File: src/rtl/core/aarm_pkg.sv
`timescale 1ns / 1ps
package aarm_pkg;

    localparam int CORDIC_STAGES = 14;
    localparam int TABLE_LEN     = 24;
    localparam int N_STAGES      = (CORDIC_STAGES < TABLE_LEN) ? CORDIC_STAGES : TABLE_LEN;
    localparam int SH_W          = 5;

    localparam int A_W  = 15;
    localparam int U_W  = 16;
    localparam int XY_W = 33;
    localparam int Z_W  = 32;
    localparam int UU_W = 32;
    localparam int P_W  = 65;
    localparam int US_W = 49;
    localparam int S_W  = 66;
    localparam int O_W  = 16;
    localparam int N_OUT = 9;

    typedef logic signed [A_W-1:0]  t_angle;
    typedef logic signed [U_W-1:0]  t_u;
    typedef logic signed [XY_W-1:0] t_xy;
    typedef logic signed [Z_W-1:0]  t_z;
    typedef logic signed [UU_W-1:0] t_uu;
    typedef logic signed [P_W-1:0]  t_p;
    typedef logic signed [US_W-1:0] t_us;
    typedef logic signed [S_W-1:0]  t_sum;
    typedef logic signed [O_W-1:0]  t_o;

    localparam t_xy CORDIC_K = 33'sd652032874;
    localparam t_xy ONE_Q30  = 33'sd1073741824;
    localparam t_z  PI_Q28   = 32'sd843314857;
    localparam t_z  HALF_PI  = 32'sd421657428;
    localparam t_sum ROUND_HALF = 66'sd8796093022208;
    localparam t_sum OUT_MAX = 66'sd16384;

    localparam t_z ATAN_Q28 [TABLE_LEN] = '{
        32'sd210828714, 32'sd124459457, 32'sd65760959, 32'sd33381290,
        32'sd16755422,  32'sd8385879,   32'sd4193963,  32'sd2097109,
        32'sd1048571,   32'sd524287,    32'sd262144,   32'sd131072,
        32'sd65536,     32'sd32768,     32'sd16384,    32'sd8192,
        32'sd4096,      32'sd2048,      32'sd1024,     32'sd512,
        32'sd256,       32'sd128,       32'sd64,       32'sd32
    };

    typedef struct packed {
        t_xy  x;
        t_xy  y;
        t_z   z;
        logic flip;
        t_u   ux;
        t_u   uy;
        t_u   uz;
    } t_cordic;

    typedef struct packed {
        t_xy c;
        t_us sx;
        t_us sy;
        t_us sz;
        t_p  pxx;
        t_p  pyy;
        t_p  pzz;
        t_p  pxy;
        t_p  pxz;
        t_p  pyz;
    } t_prod;

    // round half up from q.58 to q.14, then clamp to plus or minus one
    function automatic t_o round_sat(input t_sum v);
        t_sum r;
        r = (v + ROUND_HALF) >>> 44;
        if (r > OUT_MAX) begin
            r = OUT_MAX;
        end else if (r < -OUT_MAX) begin
            r = -OUT_MAX;
        end
        return t_o'(r);
    endfunction

endpackage

File: src/rtl/core/aarm_prep.sv
`timescale 1ns / 1ps
module aarm_prep (
    input  logic             i_clk,
    input  logic             i_rst_n,
    input  logic             i_valid,
    output logic             o_ready,
    input  aarm_pkg::t_angle i_angle,
    input  aarm_pkg::t_u     i_axis_x,
    input  aarm_pkg::t_u     i_axis_y,
    input  aarm_pkg::t_u     i_axis_z,
    output logic             o_valid,
    input  logic             i_ready,
    output aarm_pkg::t_cordic o_data
);
    import aarm_pkg::*;

    logic    r_valid;
    t_cordic r_data;
    t_cordic n_data;
    t_z      z_in;

    // fold the angle into plus or minus half pi
    always_comb begin
        z_in          = t_z'(i_angle) <<< 16;
        n_data.x      = CORDIC_K;
        n_data.y      = '0;
        n_data.ux     = i_axis_x;
        n_data.uy     = i_axis_y;
        n_data.uz     = i_axis_z;
        n_data.flip   = 1'b0;
        n_data.z      = z_in;
        if (z_in > HALF_PI) begin
            n_data.z    = z_in - PI_Q28;
            n_data.flip = 1'b1;
        end else if (z_in < -HALF_PI) begin
            n_data.z    = z_in + PI_Q28;
            n_data.flip = 1'b1;
        end
    end

    assign o_ready = !r_valid || i_ready;

    // stage register
    always_ff @(posedge i_clk) begin
        if (!i_rst_n) begin
            r_valid <= 1'b0;
        end else if (o_ready) begin
            r_valid <= i_valid;
        end
    end

    always_ff @(posedge i_clk) begin
        if (o_ready && i_valid) begin
            r_data <= n_data;
        end
    end

    assign o_valid = r_valid;
    assign o_data  = r_data;
endmodule

File: config.mk
export PLATFORM = sky130hd
export DESIGN_NAME = aarm_prep
export DESIGN_NICKNAME = d
export VERILOG_FILES = /design/src/rtl/core/aarm_pkg.sv /design/src/rtl/core/aarm_prep.sv
export SDC_FILE = /design/constraint.sdc
export NUM_CORES = 1
export LEC_CHECK = 0
export BUFFER_PORTS_ARGS = -buffer_cell sky130_fd_sc_hd__buf_2
export CORE_UTILIZATION = 48
export CTS_BUF_LIST = sky130_fd_sc_hd__clkbuf_4 sky130_fd_sc_hd__clkbuf_8
export DETAILED_ROUTE_END_ITERATION = 16
export PLACE_DENSITY = 0.89
export SLEW_MARGIN = 15
export SYNTH_ARGS = -nofsm -noshare
export SYNTH_HDL_FRONTEND = slang
export SYNTH_SLANG_ARGS = --single-unit
File: constraint.sdc
create_clock -name i_clk -period 5.95 [get_ports i_clk]
set_input_delay 0.8925 -clock i_clk [delete_from_list [all_inputs] [get_ports i_clk]]
set_output_delay 0.8925 -clock i_clk [all_outputs]
set_load 0.1 [all_outputs]
# == Word level (Yosys, flattened, before mapping) ==
# Index checks and enable logic that the tools add are counted.
# word_totals
regBits,82
word_cells,15
output_inout_bits,149
inputBits,67
# op_classes
reduce_logical,3
order_cmp,2
muxes,2
addsub,2
# ops
cell,count
$mux W33,2
$add A31 B31 Y32 const B,1
$sub A31 B31 Y32 const B,1
$gt A31 B30 Y1 const B,1
$lt A31 B30 Y1 const B,1
$logic_and A1 B1 Y1,1
$logic_not A1 Y1,1
$logic_or A1 B1 Y1,1

# == Depth between registers and ports, before layout ==
# logic_depth
word_depth,3
depth_mapped,7
depth_no_buf,7

# == Least setup slack after synthesis ==
# Ideal clock, no wire load.
# synth_timing
path_type,in2reg
startpoint,in i_ready
endpoint,"reg r_data, in the netlist o_data[0] (enable)"
setup_time_ns,0.432
path_slack_ns,2.134
arrival_ns,3.384
n_path_buf,0
required_time_ns,5.518
path_stages,2
path_cell_list,nand2b_1 > and2_1
# synth_via
elab_chain_len,2
# synth_rtl
item,line,source
from (decl),aarm_prep.sv:12,"input logic i_ready,"
$logic_or A1 B1 Y1,aarm_prep.sv:41,assign o_ready = !r_valid || i_ready;
$logic_and A1 B1 Y1,aarm_prep.sv:53,if (o_ready && i_valid) begin
to (signal assigned),aarm_prep.sv:54,r_data <= n_data;
to (decl),aarm_prep.sv:18,t_cordic r_data;
# Every way passes these cells.
# A chain may end at the register's enable or synchronous reset.

==> reports/metrics.csv <==
metric,value,unit
clk_pin_slew,70,ps
ant_nets,0,
syn_avg_cell_area,12.85,sq um
setup-violations-final,0,
cap_violations,0,
cts.sinks,68,
fin_area,4041,sq um
pre_cts_slack,2702,ps
yosysSeqAreaShare,59.68,%
mostFrequentLayoutCells,"buf_2 (149), edfxtp_1 (67), conb_1 (66)",
antenna_found_initial,0,
critPathCaptureType,flip-flop,
tns,0,ps
place.gp.congestion,0.8514,
antenna_cells,0,
ys_types,48,
clock_latency,320,ps
place_area,3874,sq um
async_flop_share,0,%
multi_input_area,919.6,sq um
rsz0062_at_grt,false,
nNetsFinal,471,
synth_area,3405,sq um
wl,7.494,mm
cts_tree,built,
hold_path_depth,2,
drc,0,
maxSlewViolCount,0,
worstPathArrival,3010,ps
nFillCells,554,
synth_ff_type,edfxtp_1,
initial_utilization,49.84,%
worstPathMaxFanout,15,
drive_above_1_share,42.61,%
r2r-start,o_valid,
die-area,7434,sq um
r2r_end,o_data[67],
p_leak,1.844,nW
drtIter0Drc,97,
power_density,363.5,nW/um^2
numCtsBuffers,9,
fp.dieW,86.22,um
fmax,0.3380,GHz
synth-edff-count,67,
grt_overflow,0,
grt_max_degree,68,
rrSetupSlack,4370,ps
grt_pass1_vias,2049,
post_drt_wl_per_cell,14.93,um
status,"finished, final reports clean",
min_period,2958,ps
firstDrtPassIters,5,
final.period_utilization,49.72,%
r2r_cells,3,
io_buffers,149,
final_common_cell,buf_2,
ir_drop,0.0001803,V
synthCells,265,
cts-root-buf,clkbuf_8,
synth-seq-cells,68,
synthToLayoutAreaGrowth,18.71,%
hp-start,o_valid,
seq_area,2032,sq um
hp-class,reg2reg,
vias_per_cell,4.653,
startpoint_type,input port,
die_h,86.22,um
grt_usage,19.21,%
vias,2336,
yosysWarnings,0,
ios,216,
std_cell_rows,30,
coreArea,6832,sq um
max_slew_margin,32.82,%
criticalPathCategory,in2reg,
cts_buffer_depth,2,
whs_endpoint,o_valid,
h-tree-depth,3,
cts_hold_buf,0,
post_cts_buffers,0,
fin_ws,2992,ps
total_power,0.001469,W
clock-skew-final,4.756,ps
worst_pin_slew,1002,ps
place_hpwl,5.756,mm
required,6000,ps
final_core_util,59.16,%
cts-resized-gates,0,
grt_pass1_wl,10.53,mm
hold_viol,0,
[sequential cells by signal, summed over array words and instances (netlist names)]
name,count
o_valid,1
o_data,67
[cell families (layout without fill, tap and decap cells)]
| logic type | after synthesis | in the layout | share of synthesized area [%] |
|---|---|---|---|
| adders and majority gates | 3 | 3 | 1.103 |
| DFF | 68 | 68 | 59.68 |
| and+or+nand+nor | 33 | 33 | 5.513 |
| AOI/OAI and AO/OA | 46 | 46 | 10.25 |
| other | 2 | 66 | 0.2206 |
| xor gates and xnor gates | 11 | 11 | 2.830 |
| buffers and inverters | 102 | 179 | 20.40 |
[worst max-delay path, stage by stage]
cell,delay (ps)
buf_2,150
o41ai_1,450
a2111oi_2,160
o31ai_2,860
o32ai_1,290
xor2_1,210
[cells in the mapped netlist, types with 2 or more instances]
master	number	area [sq um]
nand2_1	7	26.28
or2_2	2	12.51
inv_1	13	48.80
a21boi_0	2	15.01
ha_1	3	37.54
o21ai_0	9	45.04
or3_1	2	12.51
conb_1	2	7.510
o211ai_1	4	30.03
xnor2_1	5	43.79
a21oi_1	2	10.01
clkbuf_1	5	18.77
o32ai_1	2	17.52
buf_4	80	600.6
o22ai_1	9	56.30
nor3_1	2	10.01
nor2_1	6	22.52
nand2b_1	5	31.28
buf_2	3	15.01
a21o_1	2	15.01
xor2_1	6	52.55
edfxtp_1	67	2012
a31oi_1	2	12.51
[layer usage]
layer	vias up	share of wire, %	GRT usage, %
met1	1086	34	19.35
met3	12	11	7.143
met4	0	1.4	8.636
met2	164	54	35.21
met5	-	0	0
li1	1074	-	-
[layout make-up]
class / count / area share, %
flip-flops and latches: 68 / 50.28
clock buffers: 11 / 3.437
clock inverters: 5 / 0.7121
inverters: 13 / 1.207
multi-input cells: 159 / 22.76
well taps: 96 / 2.972
repair buffers: 150 / 18.64
[worst max-delay path by stage]
stage | start | to | slack (ps) | cells after the start
floorplan | i_ready | o_data[0] | 2130 | 2
global placement | i_angle[3] | o_data[67] | 2830 | 6
detailed placement | i_angle[3] | o_data[69] | 2700 | 6
CTS | i_angle[3] | o_data[69] | 3080 | 6
global route | i_angle[3] | o_data[69] | 2760 | 6
finish | i_angle[3] | o_data[69] | 2990 | 6
[metrics by stage]
stage	hold slack [ps]	cells
after floorplan	991.4	329
after global placement	500.3	486
after detailed placement	524.2	486
after CTS	533.7	502
after global routing	568.5	502
final	530.9	502
[power by group]
part	switching (W)	internal (W)	total, W	leakage [nW]
clock network	0.000156	0.000158	0.000313	0.0836
registers	0.00000900	0.000567	0.000576	0.658
logic	0.000520	0.0000599	0.000580	1.10
total	0.000685	0.000784	0.00147	1.84
Power figures use the tool's default switching activity.
