File: config.mk
export PLATFORM = sky130hd
export DESIGN_NAME = aarm_round
export DESIGN_NICKNAME = d
export VERILOG_FILES = /design/src/rtl/core/aarm_pkg.sv /design/src/rtl/core/aarm_round.sv
export SDC_FILE = /design/constraint.sdc
export NUM_CORES = 1
export LEC_CHECK = 0
export ABC_AREA = 0
export BUFFER_PORTS_ARGS = -buffer_cell sky130_fd_sc_hd__buf_2
export CAP_MARGIN = 20
export CORE_UTILIZATION = 35
export CTS_CLUSTER_SIZE = 25
export DETAILED_ROUTE_END_ITERATION = 6
export SYNTH_ARGS = -nofsm -noshare
export SYNTH_HDL_FRONTEND = slang
export SYNTH_SLANG_ARGS = --single-unit
File: constraint.sdc
create_clock -name i_clk -period 7 [get_ports i_clk]
set_clock_uncertainty 0.05 [all_clocks]
set_input_delay 1.75 -clock i_clk [delete_from_list [all_inputs] [get_ports i_clk]]
set_output_delay 1.75 -clock i_clk [all_outputs]
set_load 0.01 [all_outputs]
File: src/rtl/core/aarm_pkg.sv
`timescale 1ns / 1ps
package aarm_pkg;

    localparam int CORDIC_STAGES = 14;
    localparam int TABLE_LEN     = 24;
    localparam int N_STAGES      = (CORDIC_STAGES < TABLE_LEN) ? CORDIC_STAGES : TABLE_LEN;
    localparam int SH_W          = 5;

    localparam int A_W  = 15;
    localparam int U_W  = 16;
    localparam int XY_W = 33;
    localparam int Z_W  = 32;
    localparam int UU_W = 32;
    localparam int P_W  = 65;
    localparam int US_W = 49;
    localparam int S_W  = 66;
    localparam int O_W  = 16;
    localparam int N_OUT = 9;

    typedef logic signed [A_W-1:0]  t_angle;
    typedef logic signed [U_W-1:0]  t_u;
    typedef logic signed [XY_W-1:0] t_xy;
    typedef logic signed [Z_W-1:0]  t_z;
    typedef logic signed [UU_W-1:0] t_uu;
    typedef logic signed [P_W-1:0]  t_p;
    typedef logic signed [US_W-1:0] t_us;
    typedef logic signed [S_W-1:0]  t_sum;
    typedef logic signed [O_W-1:0]  t_o;

    localparam t_xy CORDIC_K = 33'sd652032874;
    localparam t_xy ONE_Q30  = 33'sd1073741824;
    localparam t_z  PI_Q28   = 32'sd843314857;
    localparam t_z  HALF_PI  = 32'sd421657428;
    localparam t_sum ROUND_HALF = 66'sd8796093022208;
    localparam t_sum OUT_MAX = 66'sd16384;

    localparam t_z ATAN_Q28 [TABLE_LEN] = '{
        32'sd210828714, 32'sd124459457, 32'sd65760959, 32'sd33381290,
        32'sd16755422,  32'sd8385879,   32'sd4193963,  32'sd2097109,
        32'sd1048571,   32'sd524287,    32'sd262144,   32'sd131072,
        32'sd65536,     32'sd32768,     32'sd16384,    32'sd8192,
        32'sd4096,      32'sd2048,      32'sd1024,     32'sd512,
        32'sd256,       32'sd128,       32'sd64,       32'sd32
    };

    typedef struct packed {
        t_xy  x;
        t_xy  y;
        t_z   z;
        logic flip;
        t_u   ux;
        t_u   uy;
        t_u   uz;
    } t_cordic;

    typedef struct packed {
        t_xy c;
        t_us sx;
        t_us sy;
        t_us sz;
        t_p  pxx;
        t_p  pyy;
        t_p  pzz;
        t_p  pxy;
        t_p  pxz;
        t_p  pyz;
    } t_prod;

    // round half up from q.58 to q.14, then clamp to plus or minus one
    function automatic t_o round_sat(input t_sum v);
        t_sum r;
        r = (v + ROUND_HALF) >>> 44;
        if (r > OUT_MAX) begin
            r = OUT_MAX;
        end else if (r < -OUT_MAX) begin
            r = -OUT_MAX;
        end
        return t_o'(r);
    endfunction

endpackage

File: src/rtl/core/aarm_round.sv
`timescale 1ns / 1ps
module aarm_round (
    input  logic            i_clk,
    input  logic            i_rst_n,
    input  logic            i_valid,
    output logic            o_ready,
    input  aarm_pkg::t_prod i_data,
    output logic            o_valid,
    input  logic            i_stall,
    output aarm_pkg::t_o    o_r [aarm_pkg::N_OUT]
);
    import aarm_pkg::*;

    logic r_valid;
    t_o   r_r [N_OUT];
    t_o   n_r [N_OUT];
    t_sum c58;
    t_sum sx;
    t_sum sy;
    t_sum sz;

    // sum each entry in q.58, then round and clamp
    always_comb begin
        c58    = t_sum'(i_data.c) <<< 28;
        sx     = t_sum'(i_data.sx) <<< 14;
        sy     = t_sum'(i_data.sy) <<< 14;
        sz     = t_sum'(i_data.sz) <<< 14;
        n_r[0] = round_sat(c58 + t_sum'(i_data.pxx));
        n_r[1] = round_sat(t_sum'(i_data.pxy) - sz);
        n_r[2] = round_sat(t_sum'(i_data.pxz) + sy);
        n_r[3] = round_sat(t_sum'(i_data.pxy) + sz);
        n_r[4] = round_sat(c58 + t_sum'(i_data.pyy));
        n_r[5] = round_sat(t_sum'(i_data.pyz) - sx);
        n_r[6] = round_sat(t_sum'(i_data.pxz) - sy);
        n_r[7] = round_sat(t_sum'(i_data.pyz) + sx);
        n_r[8] = round_sat(c58 + t_sum'(i_data.pzz));
    end

    assign o_ready = !r_valid || !i_stall;

    // output register
    always_ff @(posedge i_clk) begin
        if (!i_rst_n) begin
            r_valid <= 1'b0;
        end else if (o_ready) begin
            r_valid <= i_valid;
        end
    end

    always_ff @(posedge i_clk) begin
        if (o_ready && i_valid) begin
            r_r <= n_r;
        end
    end

    assign o_valid = r_valid;
    assign o_r     = r_r;
endmodule

======== Word level (Yosys, flattened, before mapping) ========
Index checks and enable logic that the tools add are counted.
storage, ports and cells
  bits of input ports ..................... 574
  output and inout port bits .............. 146
  word-level logic and storage cells ...... 77
  flip-flop bits (word level) ............. 145
cells by class
  reductions and logical operators ........ 13
  $lt $le $gt $ge ......................... 18
  mux-type cells .......................... 9
  $add $sub $neg .......................... 18
operator list
  operator                                                                            count
  66-bit by 45-bit adder with 66-bit output (second input constant)                   9
  61-bit by 65-bit adder with 66-bit output                                           3
  65-bit by 63-bit adder with 66-bit output                                           3
  22-bit by 16-bit greater-than comparator with 1-bit output (second input constant)  9
  22-bit by 15-bit less-than comparator with 1-bit output (second input constant)     9
  65-bit by 63-bit subtractor with 66-bit output                                      3
  16-bit two-way mux                                                                  9
  2-bit OR reduction                                                                  9
  1-bit zero test                                                                     2
  1-bit logical AND                                                                   1
  1-bit logical OR                                                                    1

======== Longest topological paths before layout ========
  depth in word-level cells ............... 4
  gate-level depth with buffers ........... 17
  mapped depth without buffers ............ 15

======== Worst setup path before layout ========
Ideal clock, no wire load.
  path kind ............................... input-to-reg
  start ................................... in i_stall
  end ..................................... reg r_r (netlist bit o_r[0]) (enable)
  required time ........................... 6429 ps
  buffers on the path ..................... 0
  path slack .............................. 1222 ps
  setup time .............................. 521 ps
  stages .................................. 2
  arrival ................................. 5207 ps
  cells stage by stage .................... nand2_1 -> and2_1
on the way
  word-level cells in the longest chain between the ends .. 3
RTL lines
  what                  line              source
  from (decl)           aarm_round.sv:9   input logic i_stall,
  1-bit zero test       aarm_round.sv:39  assign o_ready = !r_valid || !i_stall;
  1-bit logical OR      aarm_round.sv:39
  1-bit logical AND     aarm_round.sv:51  if (o_ready && i_valid) begin
  to (signal assigned)  aarm_round.sv:52  r_r <= n_r;
  to (decl)             aarm_round.sv:15  t_o r_r [N_OUT];
Every way passes these cells.
A chain may end at the register's enable or synchronous reset.

======== Worst setup path in the final report ========
  start ................................... in i_data[400] (netlist name)
  end ..................................... reg r_r (netlist bit o_r[125]), data pin
on the way
  word-level cells in the longest chain between the ends .. 4
  elaborated cells between the ends (all ways) .. 5
  those cells by class .................... 2 x add/sub; 2 x order compare; 1 x reduce/logical
RTL lines
  what                                                                                                                                          line                            source
  from (decl)                                                                                                                                   aarm_round.sv:7                 input aarm_pkg::t_prod i_data,
  65-bit by 63-bit subtractor with 66-bit output *                                                                                              aarm_round.sv:29                n_r[1] = round_sat(t_sum'(i_data.pxy) - sz);
  66-bit by 45-bit adder with 66-bit output *                                                                                                   aarm_pkg.sv:72                  r = (v + ROUND_HALF) >>> 44;
  22-bit by 16-bit greater-than comparator with 1-bit output / 22-bit by 15-bit less-than comparator with 1-bit output (equally long branches)  aarm_pkg.sv:73, aarm_pkg.sv:75
  2-bit OR reduction (no source line)                                                                                                           --
Mark *: on every way between the ends. The rest lies on a longest branch, timed or not.

==> out/metrics.cfg <==
[status]
status=finished with violations
violations=design-rule violations

[synthesis]
synth_mux_area_share_pct=0.849
ys_seq_area_share_pct=12.4
synth-seq-cells=145
async_flop_share_pct=0
synth-simple-area-share_pct=19.9
ys_warn_count=0
synth_nets=5988
yosys_most_used_dff=edfxtp_1
synth_area_mm2=0.0351
synth_cell_type_count=102
synthAdderAreaFrac_pct=30.6
syn_avg_cell_area_um2=7.69
synthCells=4556
synth_xor_xnor_area_share_pct=3.22
synth-edff-count=144
synth_top_family_by_area=adder cells
synth-compound-area-share_pct=27.0

[setup_path]
critPathMaxFanout=11
start_kind=input port
crit_path_end_kind=flip-flop
crit_arrival_ns=6.35
required_ns=7.30
max_stage_delay_ns=0.62
cp_slowest_cell=a311oi_1
crit_path_cell_trace=buf_2 > inv_1 > ha_1 > ha_1 > a21oi_1 > o21ai_0 > a211oi_1 > o2111ai_1 > a311oi_1 > nor2_1 > a211oi_1 > or4b_1 > nor4b_1 > a21oi_1 > and3b_1
critPathKind=in -> reg

[placement]
globalplace.congestion=0.985
dp_slack_ns=0.494
dpl.hpwl_mm=106
portBuffers=632

[die]
core_area_mm2=0.0989
die_h_um=318
start_util_pct=35.5
die_x_um=318
pin_count=720
dieArea_mm2=0.101
rows=115

[global_routing]
busiest_layer=met2
grt_util_met1_pct=30.8
grt_pass1_wl_mm=188
grt-ovfl-total=0
first_global_vias=34427
grt_util_met3_pct=3.68
antenna_found_initial=15
grt_usage_pct=23.2
use_met2_pct=38.9
grt_max_degree=81

[routing]
ant_nets=0
drt_first_pass_iters=7
via_per_inst=5.65
routed_wl_mm=122
drc=2
routedWlPerCell_um=18.9
vias=36466
drtIter0Drc=2492

[layout]
area_growth_pct=14.8
drive_above_1_share_pct=14.6
final_cell_mix=ha_1, buf_2, inv_1
fin_util_pct=40.7
mostFrequentLayoutCell=ha_1
nets=6572

[timing]
drv_slew=0
min_period_over_period_pct=86.4
fin_setup_tns_ns=0
worstMarginPinSlew_ns=1.04
hold_viol=0
rsz0062_at_grt=false
fin_ws_ns=0.953
fmax_mhz=165
setup_viol=0
period_needed_ns=6.05
slew_headroom_pct=29.1

[clock_tree]
htree_num_levels=4
cts_setup_buffers=0
clock_sinks=145
clock_latency_ns=0.49
cts.clk_slew.worst_paths_ns=0.06
cts_tree=built
cts_buffer_depth=2
ctsResizeCount=0
clockRootBuffer=clkbuf_16
cts_buffers=17
ctsHoldBuffers=0

[power_and_ir_drop]
ir_drop_uv=108
powerDensity_mw_per_mm2=138
leakagePower_nw=20.0

[run]
cap_violations=0

[min_path]
min_path_type=reg -> reg

==> layout make-up <==
type	instances	area [um^2]
antenna	9	22.5
clock buffer	17	425
clock inverter	15	156
fill	10481	58600
inverter	466	1750
multi-input combinational	3858	28600
sequential	145	4340
tap	1287	1610
timing repair buffer	652	3330
==> power by group <==
part | internal [mW] | switching, mW
Combinational | 1.38 | 2.17
Clock | 0.525 | 0.457
Sequential | 1.01 | 0.0215
Total | 2.92 | 2.65
==> critical path: cells and delay by family <==
family                   cells  cell delay, ns
adder cells (fa/ha/maj)      2            0.71
AO/OA/AOI/OAI                7            2.32
buffers and inverters        2            0.14
AND/OR/NAND/NOR              4            1.43
==> state kept, by name (all words and copies together), names as in the netlist <==
signal,flops
o_r,144
o_valid,1
==> final timing paths <==
path,startpoint,slack (ns),depth (start not counted),endpoint
max reg2reg,o_valid,4.86,3,o_r[56]
max,i_data[400],0.95,15,o_r[125]
min reg2reg,o_valid,0.48,2,o_valid
min,o_valid,0.48,2,o_valid
==> per-layer routing <==
metal,wire (um),vias to the layer above
met5,67,-
met4,2670,12
met3,6260,140
met2,56900,995
met1,56200,17051
li1,-,18268
==> synth_stat cells (all sizes together) (17+ instances only) <==
cell type / count / area (um^2)
a2111oi: 20 / 200
a211o: 17 / 149
a211oi: 75 / 568
a21boi: 24 / 180
a21o: 153 / 1150
a21oi: 451 / 2260
a221oi: 18 / 158
a31oi: 55 / 344
and2: 35 / 219
and3: 58 / 363
and4: 24 / 210
clkbuf: 73 / 275
edfxtp: 144 / 4320
ha: 858 / 10700
inv: 466 / 1750
mux2i: 23 / 230
nand2: 382 / 1440
nand2b: 32 / 208
nand3: 126 / 631
nand4: 120 / 766
nor2: 285 / 1070
nor2b: 53 / 334
nor3: 121 / 627
nor4: 34 / 213
nor4b: 19 / 173
o2111ai: 21 / 184
o211ai: 56 / 420
o21a: 53 / 398
o21ai: 258 / 1290
o21bai: 65 / 488
o31ai: 39 / 293
or2: 17 / 106
or3: 30 / 198
xnor2: 71 / 622
xor2: 58 / 508
==> cell families (layout without fill, tap and decap cells) <==
kind of cell | after synthesis | count (layout)
fa+ha+maj | 858 | 858
buf+inv | 553 | 1150
compound gates | 1455 | 1455
flops | 145 | 145
simple gates | 1387 | 1387
mux | 29 | 29
other cells | 0 | 9
xor+xnor | 129 | 129
==> per-stage QoR <==
step                      hold slack [ns]  power (mW)  cell area (um^2)  std cells
after floorplan                     0.496        3.53             35100       4556
after global placement              0.467        4.53             39600       6407
after detailed placement            0.475        4.54             39600       6408
after CTS                           0.486        5.56             40200       6440
after global routing                0.512        6.03             40200       6448
final                               0.484        5.57             40200       6449
Note: power is estimated with default switching activity, not from simulation.
