--- src/rtl/core/aarm_pkg.sv ---
`timescale 1ns / 1ps
package aarm_pkg;

    localparam int CORDIC_STAGES = 14;
    localparam int TABLE_LEN     = 24;
    localparam int N_STAGES      = (CORDIC_STAGES < TABLE_LEN) ? CORDIC_STAGES : TABLE_LEN;
    localparam int SH_W          = 5;

    localparam int A_W  = 15;
    localparam int U_W  = 16;
    localparam int XY_W = 33;
    localparam int Z_W  = 32;
    localparam int UU_W = 32;
    localparam int P_W  = 65;
    localparam int US_W = 49;
    localparam int S_W  = 66;
    localparam int O_W  = 16;
    localparam int N_OUT = 9;

    typedef logic signed [A_W-1:0]  t_angle;
    typedef logic signed [U_W-1:0]  t_u;
    typedef logic signed [XY_W-1:0] t_xy;
    typedef logic signed [Z_W-1:0]  t_z;
    typedef logic signed [UU_W-1:0] t_uu;
    typedef logic signed [P_W-1:0]  t_p;
    typedef logic signed [US_W-1:0] t_us;
    typedef logic signed [S_W-1:0]  t_sum;
    typedef logic signed [O_W-1:0]  t_o;

    localparam t_xy CORDIC_K = 33'sd652032874;
    localparam t_xy ONE_Q30  = 33'sd1073741824;
    localparam t_z  PI_Q28   = 32'sd843314857;
    localparam t_z  HALF_PI  = 32'sd421657428;
    localparam t_sum ROUND_HALF = 66'sd8796093022208;
    localparam t_sum OUT_MAX = 66'sd16384;

    localparam t_z ATAN_Q28 [TABLE_LEN] = '{
        32'sd210828714, 32'sd124459457, 32'sd65760959, 32'sd33381290,
        32'sd16755422,  32'sd8385879,   32'sd4193963,  32'sd2097109,
        32'sd1048571,   32'sd524287,    32'sd262144,   32'sd131072,
        32'sd65536,     32'sd32768,     32'sd16384,    32'sd8192,
        32'sd4096,      32'sd2048,      32'sd1024,     32'sd512,
        32'sd256,       32'sd128,       32'sd64,       32'sd32
    };

    typedef struct packed {
        t_xy  x;
        t_xy  y;
        t_z   z;
        logic flip;
        t_u   ux;
        t_u   uy;
        t_u   uz;
    } t_cordic;

    typedef struct packed {
        t_xy c;
        t_us sx;
        t_us sy;
        t_us sz;
        t_p  pxx;
        t_p  pyy;
        t_p  pzz;
        t_p  pxy;
        t_p  pxz;
        t_p  pyz;
    } t_prod;

    // round half up from q.58 to q.14, then clamp to plus or minus one
    function automatic t_o round_sat(input t_sum v);
        t_sum r;
        r = (v + ROUND_HALF) >>> 44;
        if (r > OUT_MAX) begin
            r = OUT_MAX;
        end else if (r < -OUT_MAX) begin
            r = -OUT_MAX;
        end
        return t_o'(r);
    endfunction

endpackage

--- src/rtl/core/aarm_cordic_stage.sv ---
`timescale 1ns / 1ps
module aarm_cordic_stage (
    input  logic                      i_clk,
    input  logic                      i_rst_n,
    input  logic [aarm_pkg::SH_W-1:0] i_shift,
    input  logic                      i_valid,
    output logic                      o_ready,
    input  aarm_pkg::t_cordic         i_data,
    output logic                      o_valid,
    input  logic                      i_ready,
    output aarm_pkg::t_cordic         o_data
);
    import aarm_pkg::*;

    logic    r_valid;
    t_cordic r_data;
    t_cordic n_data;
    t_xy     dx;
    t_xy     dy;

    // one micro-rotation toward zero residual angle
    always_comb begin
        dx     = i_data.x >>> i_shift;
        dy     = i_data.y >>> i_shift;
        n_data = i_data;
        if (!i_data.z[Z_W-1]) begin
            n_data.x = i_data.x - dy;
            n_data.y = i_data.y + dx;
            n_data.z = i_data.z - ATAN_Q28[i_shift];
        end else begin
            n_data.x = i_data.x + dy;
            n_data.y = i_data.y - dx;
            n_data.z = i_data.z + ATAN_Q28[i_shift];
        end
    end

    assign o_ready = !r_valid || i_ready;

    always_ff @(posedge i_clk) begin
        if (!i_rst_n) begin
            r_valid <= 1'b0;
        end else if (o_ready) begin
            r_valid <= i_valid;
        end
    end

    always_ff @(posedge i_clk) begin
        if (o_ready && i_valid) begin
            r_data <= n_data;
        end
    end

    assign o_valid = r_valid;
    assign o_data  = r_data;
endmodule

--- config.mk ---
export PLATFORM = sky130hd
export DESIGN_NAME = aarm_cordic_stage
export DESIGN_NICKNAME = d
export VERILOG_FILES = /design/src/rtl/core/aarm_pkg.sv /design/src/rtl/core/aarm_cordic_stage.sv
export SDC_FILE = /design/constraint.sdc
export NUM_CORES = 1
export LEC_CHECK = 0
export BUFFER_PORTS_ARGS = -buffer_cell sky130_fd_sc_hd__buf_2
export CAP_MARGIN = 30
export CORE_ASPECT_RATIO = 0.6
export CORE_MARGIN = 10
export CORE_UTILIZATION = 25
export DETAILED_ROUTE_END_ITERATION = 10
export PLACE_DENSITY = 0.51
export SLEW_MARGIN = 10
export SYNTH_ARGS = -nofsm -noshare
export SYNTH_HDL_FRONTEND = slang
export SYNTH_SLANG_ARGS = --single-unit
--- constraint.sdc ---
create_clock -name i_clk -period 6 [get_ports i_clk]
set_input_delay 0.3 -clock i_clk [delete_from_list [all_inputs] [get_ports i_clk]]
set_output_delay 0.3 -clock i_clk [all_outputs]
set_load 0.01 [all_outputs]
== Yosys cells after proc, flatten, opt, wreduce, memory -nomap -nowiden ==
Memories as Yosys holds them, arrays and structs flattened.
Index checks and enable logic that the tools add are counted.

* Shift operators: 2
* Multiplexer cells: 3
* Reductions and logical operators: 3
* Magnitude comparators: 1
* Bitwise gates (word level): 1
* Add/sub/neg operators: 6

{| class="wikitable"
|+ Operator list
! kind !! count
|-
| $mux 98 || 1
|-
| $add 33x33->33 || 2
|-
| $sshr 33x5->33 || 2
|-
| $sub 33x33->33 || 2
|-
| $mux 32 || 2
|-
| $add 32x32->32 || 1
|-
| $sub 32x32->32 || 1
|-
| $ge 6x6->1 const B || 1
|-
| $not 5->6 || 1
|-
| $logic_and 1x1->1 || 1
|-
| $logic_not 1->1 || 1
|-
| $logic_or 1x1->1 || 1
|}

* Flip-flop bits (word level): 148
* Output and inout bits: 149
* Word-level logic and storage cells: 25
* Memories kept: 1
* ROM bits: 1024

{| class="wikitable"
|+ Memories
! name !! words !! bits a word !! read ports !! clocked after memory_dff !! write ports !! RTL line !! RTL
|-
| (no name shown) || 32 || 32 || 1 || 0 || 0 || aarm_cordic_stage.sv:33 || <nowiki>n_data.z = i_data.z + ATAN_Q28[i_shift];</nowiki>
|}

== Logic depth before layout (Yosys ltp) ==
* Depth after elaboration: 6
* Gate-level depth with buffers: 29
* Mapped depth without buffers: 22

== Worst setup path after synthesis ==
Ideal clock, no wire load.

* Path type: input to register
* Start point: input port i_shift[0] (netlist name)
* End point: register r_data, in the netlist o_data[112] (data pin)
* Buffers on the path: 8
* Cell stages on the path: 25
* Slack: 194 ps
* Data arrival time: 5543 ps
* Cells stage by stage: buf_6 buf_8 buf_8 buf_8 buf_8 buf_6 buf_6 mux4_2 mux2i_1 mux2i_1 a2111o_1 a21bo_2 nor4_4 buf_4 nor2_1 xor2_1 ha_1 o21ai_0 a21oi_1 o31ai_1 o21ai_0 o311a_1 a221o_1 a311oi_1 xnor2_1

{| class="wikitable"
|+ RTL lines
! what !! RTL line !! RTL
|-
| from (decl) || aarm_cordic_stage.sv:5 || <nowiki>input logic [aarm_pkg::SH_W-1:0] i_shift,</nowiki>
|-
| to (signal assigned) || aarm_cordic_stage.sv:49 || <nowiki>r_data <= n_data;</nowiki>
|-
| to (decl) || aarm_cordic_stage.sv:16 || <nowiki>t_cordic r_data;</nowiki>
|}

==> flow_metrics.py <==
metrics = {
    "floorplanning": {
        "fp.dieW_um": 353,
        "die_area_um2": 77600,
        "fp.dieH_um": 220,
        "start_util_pct": 25.2,
        "row_count": 73,
        "core_area_um2": 66000,
        "io_pins": 305,
    },
    "pwr": {
        "p_per_area_nw_per_um2": 241,
        "clockPowerShare_pct": 22.1,
        "ir_worst_vdd_mv": 0.162,
        "p_int_mw": 3.25,
        "swShare_pct": 38.8,
        "p_seq_share_pct": 27.3,
        "p_total_mw": 5.31,
        "netSwitchingPower_mw": 2.06,
        "combPwrFrac_pct": 50.6,
        "leakage_nw": 9.37,
    },
    "finish": {
        "drive_above_1_share_pct": 32.5,
        "nets": 2555,
        "antennaDiodeCount": 0,
        "post-route-util_pct": 33.4,
        "stdcell_area_um2": 22100,
        "area_growth_pct": 32.5,
    },
    "timing": {
        "fmax_mhz": 178,
        "hold_viol": 0,
        "worst_pin_slew_ps": 831,
        "post-route-period-util_pct": 93.6,
        "finalSetupViolations": 0,
        "period_needed_ps": 5620,
        "finClkSkew_ps": 7.81,
        "slew_headroom_pct": 44.1,
        "slew_violations": 0,
        "grt_setup_unrepaired": "no",
    },
    "critical_path": {
        "crit_path_frequent_cell": "buf_4",
        "crit_type": "in2reg",
        "required_ps": 6230,
        "cp-end-kind": "flop",
        "cp-start-kind": "input pin",
        "cp_max_fo": 40,
        "cp_top_family": "compound AO/OA/AOI/OAI gates",
        "crit_chain": "buf_6, mux4_2, mux2_2, mux2i_1, a211o_1, nand3_1, buf_4, nor4_4, buf_4, a21oi_1, xnor2_1, ha_1, buf_4, a21o_1, a21oi_1, o21ai_0, a21oi_1, o22ai_1, a2111oi_0, buf_4, nor3_1, a311oi_1, xnor2_1",
        "cp_num_buf_inv": 5,
        "r2r_slack_ps": 3850,
        "crit_slowest_cell": "mux4_2",
        "cp.arrival_ps": 5840,
        "slowest_delay_ps": 660,
    },
    "clock_network": {
        "cts_buffer_depth": 2,
        "clockRootBuffer": "clkbuf_16",
        "path_clk_slew_ps": 70,
        "cts.sinks": 148,
        "worstSkewPairLatency_ps": 470,
        "cts_made_buffers": 17,
        "cts_max_level": 4,
        "tritoncts": "built",
    },
    "global_routing": {
        "overflow": 0,
        "grt_pass1_vias": 16550,
        "grt_use_total_pct": 18.3,
        "antenna_found_initial": 0,
        "grt_pass1_wl_mm": 109,
        "grt_max_degree": 52,
    },
    "synthesis": {
        "synth-edff-count": 147,
        "ys_ff_latch": 148,
        "synth_area_leaders": "edfxtp_1, mux4_2, ha_1, xnor2_1, a21oi_1",
        "yosys.area.top_type_share_pct": 26.5,
        "synth_area_per_cell_um2": 9.54,
        "synth_largest_area_cell": "edfxtp_1",
        "ys_warn_count": 0,
        "synth_cell_types": 97,
        "synth_ff_type": "edfxtp_1",
        "synthArstFlopShare_pct": 0,
        "syn_area_um2": 16600,
        "syn-instance-count": 1744,
        "synth-seq-area-share_pct": 26.6,
        "synth_nets": 2010,
    },
    "outcome": {
        "status": "finished clean",
    },
    "placement": {
        "hpwl_mm": 60.4,
        "portBuffers": 304,
        "place_congestion": 0.962,
        "placement.cell_area_um2": 20900,
    },
    "routing": {
        "drt_iter0_markers": 1759,
        "wl_per_cell_um": 23.0,
        "first_pass_iters": 5,
        "drc": 0,
        "wl_mm": 73.7,
        "dr_total_vias": 16850,
        "vias_per_cell": 5.26,
        "drtAntennaViolNets": 0,
    },
    "min_path": {
        "worstHoldPathType": "in2reg",
    },
    "job": {
        "maxCapViolations": 0,
    },
}
-- Yosys cell counts, drive strengths merged, types with 7 or more instances --
library cell  number
a211o              8
nand3             29
o22ai             17
xor2              59
a31oi             23
a21o              48
or3               11
nand4              9
o31a               8
or2               12
and3              18
a41oi             11
mux4              81
o21a              18
nor2b             22
o21ai             94
o31ai             13
clkbuf            37
a21boi             7
nand2b            29
o211ai            16
nand2            129
inv               42
a21oi            141
nor2             140
nor4               7
nor3              27
xnor2            104
mux2              33
o21bai            16
a211oi            23
a311oi             7
and2              13
a22oi             12
mux2i             57
ha               107
edfxtp           147
buf               57
-- power groups by stage --
stage / logic [mW] / registers (mW) / clock network, mW
floorplan: 1.46 / 1.57 / 0
global placement: 2.63 / 1.47 / 0
detailed placement: 2.64 / 1.47 / 0
CTS: 2.69 / 1.45 / 1.22
global route: 2.94 / 1.47 / 1.26
finish: 2.69 / 1.45 / 1.17
-- final timing paths --
| path | cells after the start | end | startpoint |
|---|---|---|---|
| setup / recovery | 23 | o_data[113]$_DFFE_PP_ | i_shift[0] |
| hold / removal | 2 | o_valid$_SDFFE_PN0N_ | i_rst_n |
| setup reg to reg | 3 | o_data[136]$_DFFE_PP_ | o_valid$_SDFFE_PN0N_ |
| hold reg to reg | 2 | o_valid$_SDFFE_PN0N_ | o_valid$_SDFFE_PN0N_ |
-- stage by stage --
stage	cells	TNS (ps)	worst slack [ps]	hold slack [ps]
floorplan	1744	0	194	399
global placement	3121	-2.20	-2.20	476
detailed placement	3121	-285	-137	478
CTS	3202	0	352	32.6
global route	3202	0	24.9	53.1
finish	3202	0	381	71.7
-- state kept, by name, summed over array words and instances, names as in the netlist --
register	count
o_data	147
o_valid	1
-- cell families (layout without fill, tap and decap cells) --
kind of cell,Yosys count,after routing,share of synthesized area (%)
xor gates and xnor gates,163,163,8.58
muxes,171,171,16.6
adders and majority gates,110,110,8.40
AOI/OAI and AO/OA,532,532,21.2
buffers and inverters,141,699,4.04
and+or+nand+nor,479,479,14.5
DFF,148,148,26.6
-- layer usage --
| layer | part of all wire, % | up-vias | track usage [%] |
|---|---|---|---|
| li1 | - | 7815 | - |
| met1 | 49 | 8232 | 27.0 |
| met2 | 42 | 747 | 26.9 |
| met3 | 8.6 | 56 | 4.75 |
| met4 | 1.0 | 0 | 2.81 |
| met5 | 0 | - | 0 |
-- cell type report --
type                            count  area (um2)
Fill cell                        6792       44000
Multi-Input combinational cell   1455       11500
Sequential cell                   148        4430
Timing Repair Buffer              620        4150
Tap cell                          900        1130
Clock buffer                       17         425
Clock inverter                     15         189
Inverter                           47         176
-- layout by cell type (no fill, tap or decap), types with 21 or more instances in the layout --
| master | count |
|---|---|
| edfxtp_1 | 147 |
| nor2_1 | 138 |
| nand3_1 | 29 |
| mux4_2 | 81 |
| a211oi_1 | 22 |
| ha_1 | 107 |
| a21oi_1 | 141 |
| mux2i_1 | 57 |
| xor2_1 | 59 |
| a31oi_1 | 23 |
| buf_2 | 301 |
| a21o_1 | 48 |
| nor2b_1 | 21 |
| nor3_1 | 24 |
| dlygate4sd3_1 | 49 |
| nand2_1 | 129 |
| inv_1 | 42 |
| nand2b_1 | 29 |
| o21ai_0 | 87 |
| xnor2_1 | 104 |
| mux2_2 | 24 |
| buf_4 | 259 |
-- repair_timing --
action / in CTS / in global routing
hold endpoints to repair: 49 / 0
endpoints found under the setup margin: 0 / 2
gates resized for setup: 0 / 1
hold buffers: 49 / 0
buffers inserted: 0 / 0
No activity file was read; power rests on OpenSTA's default activity.
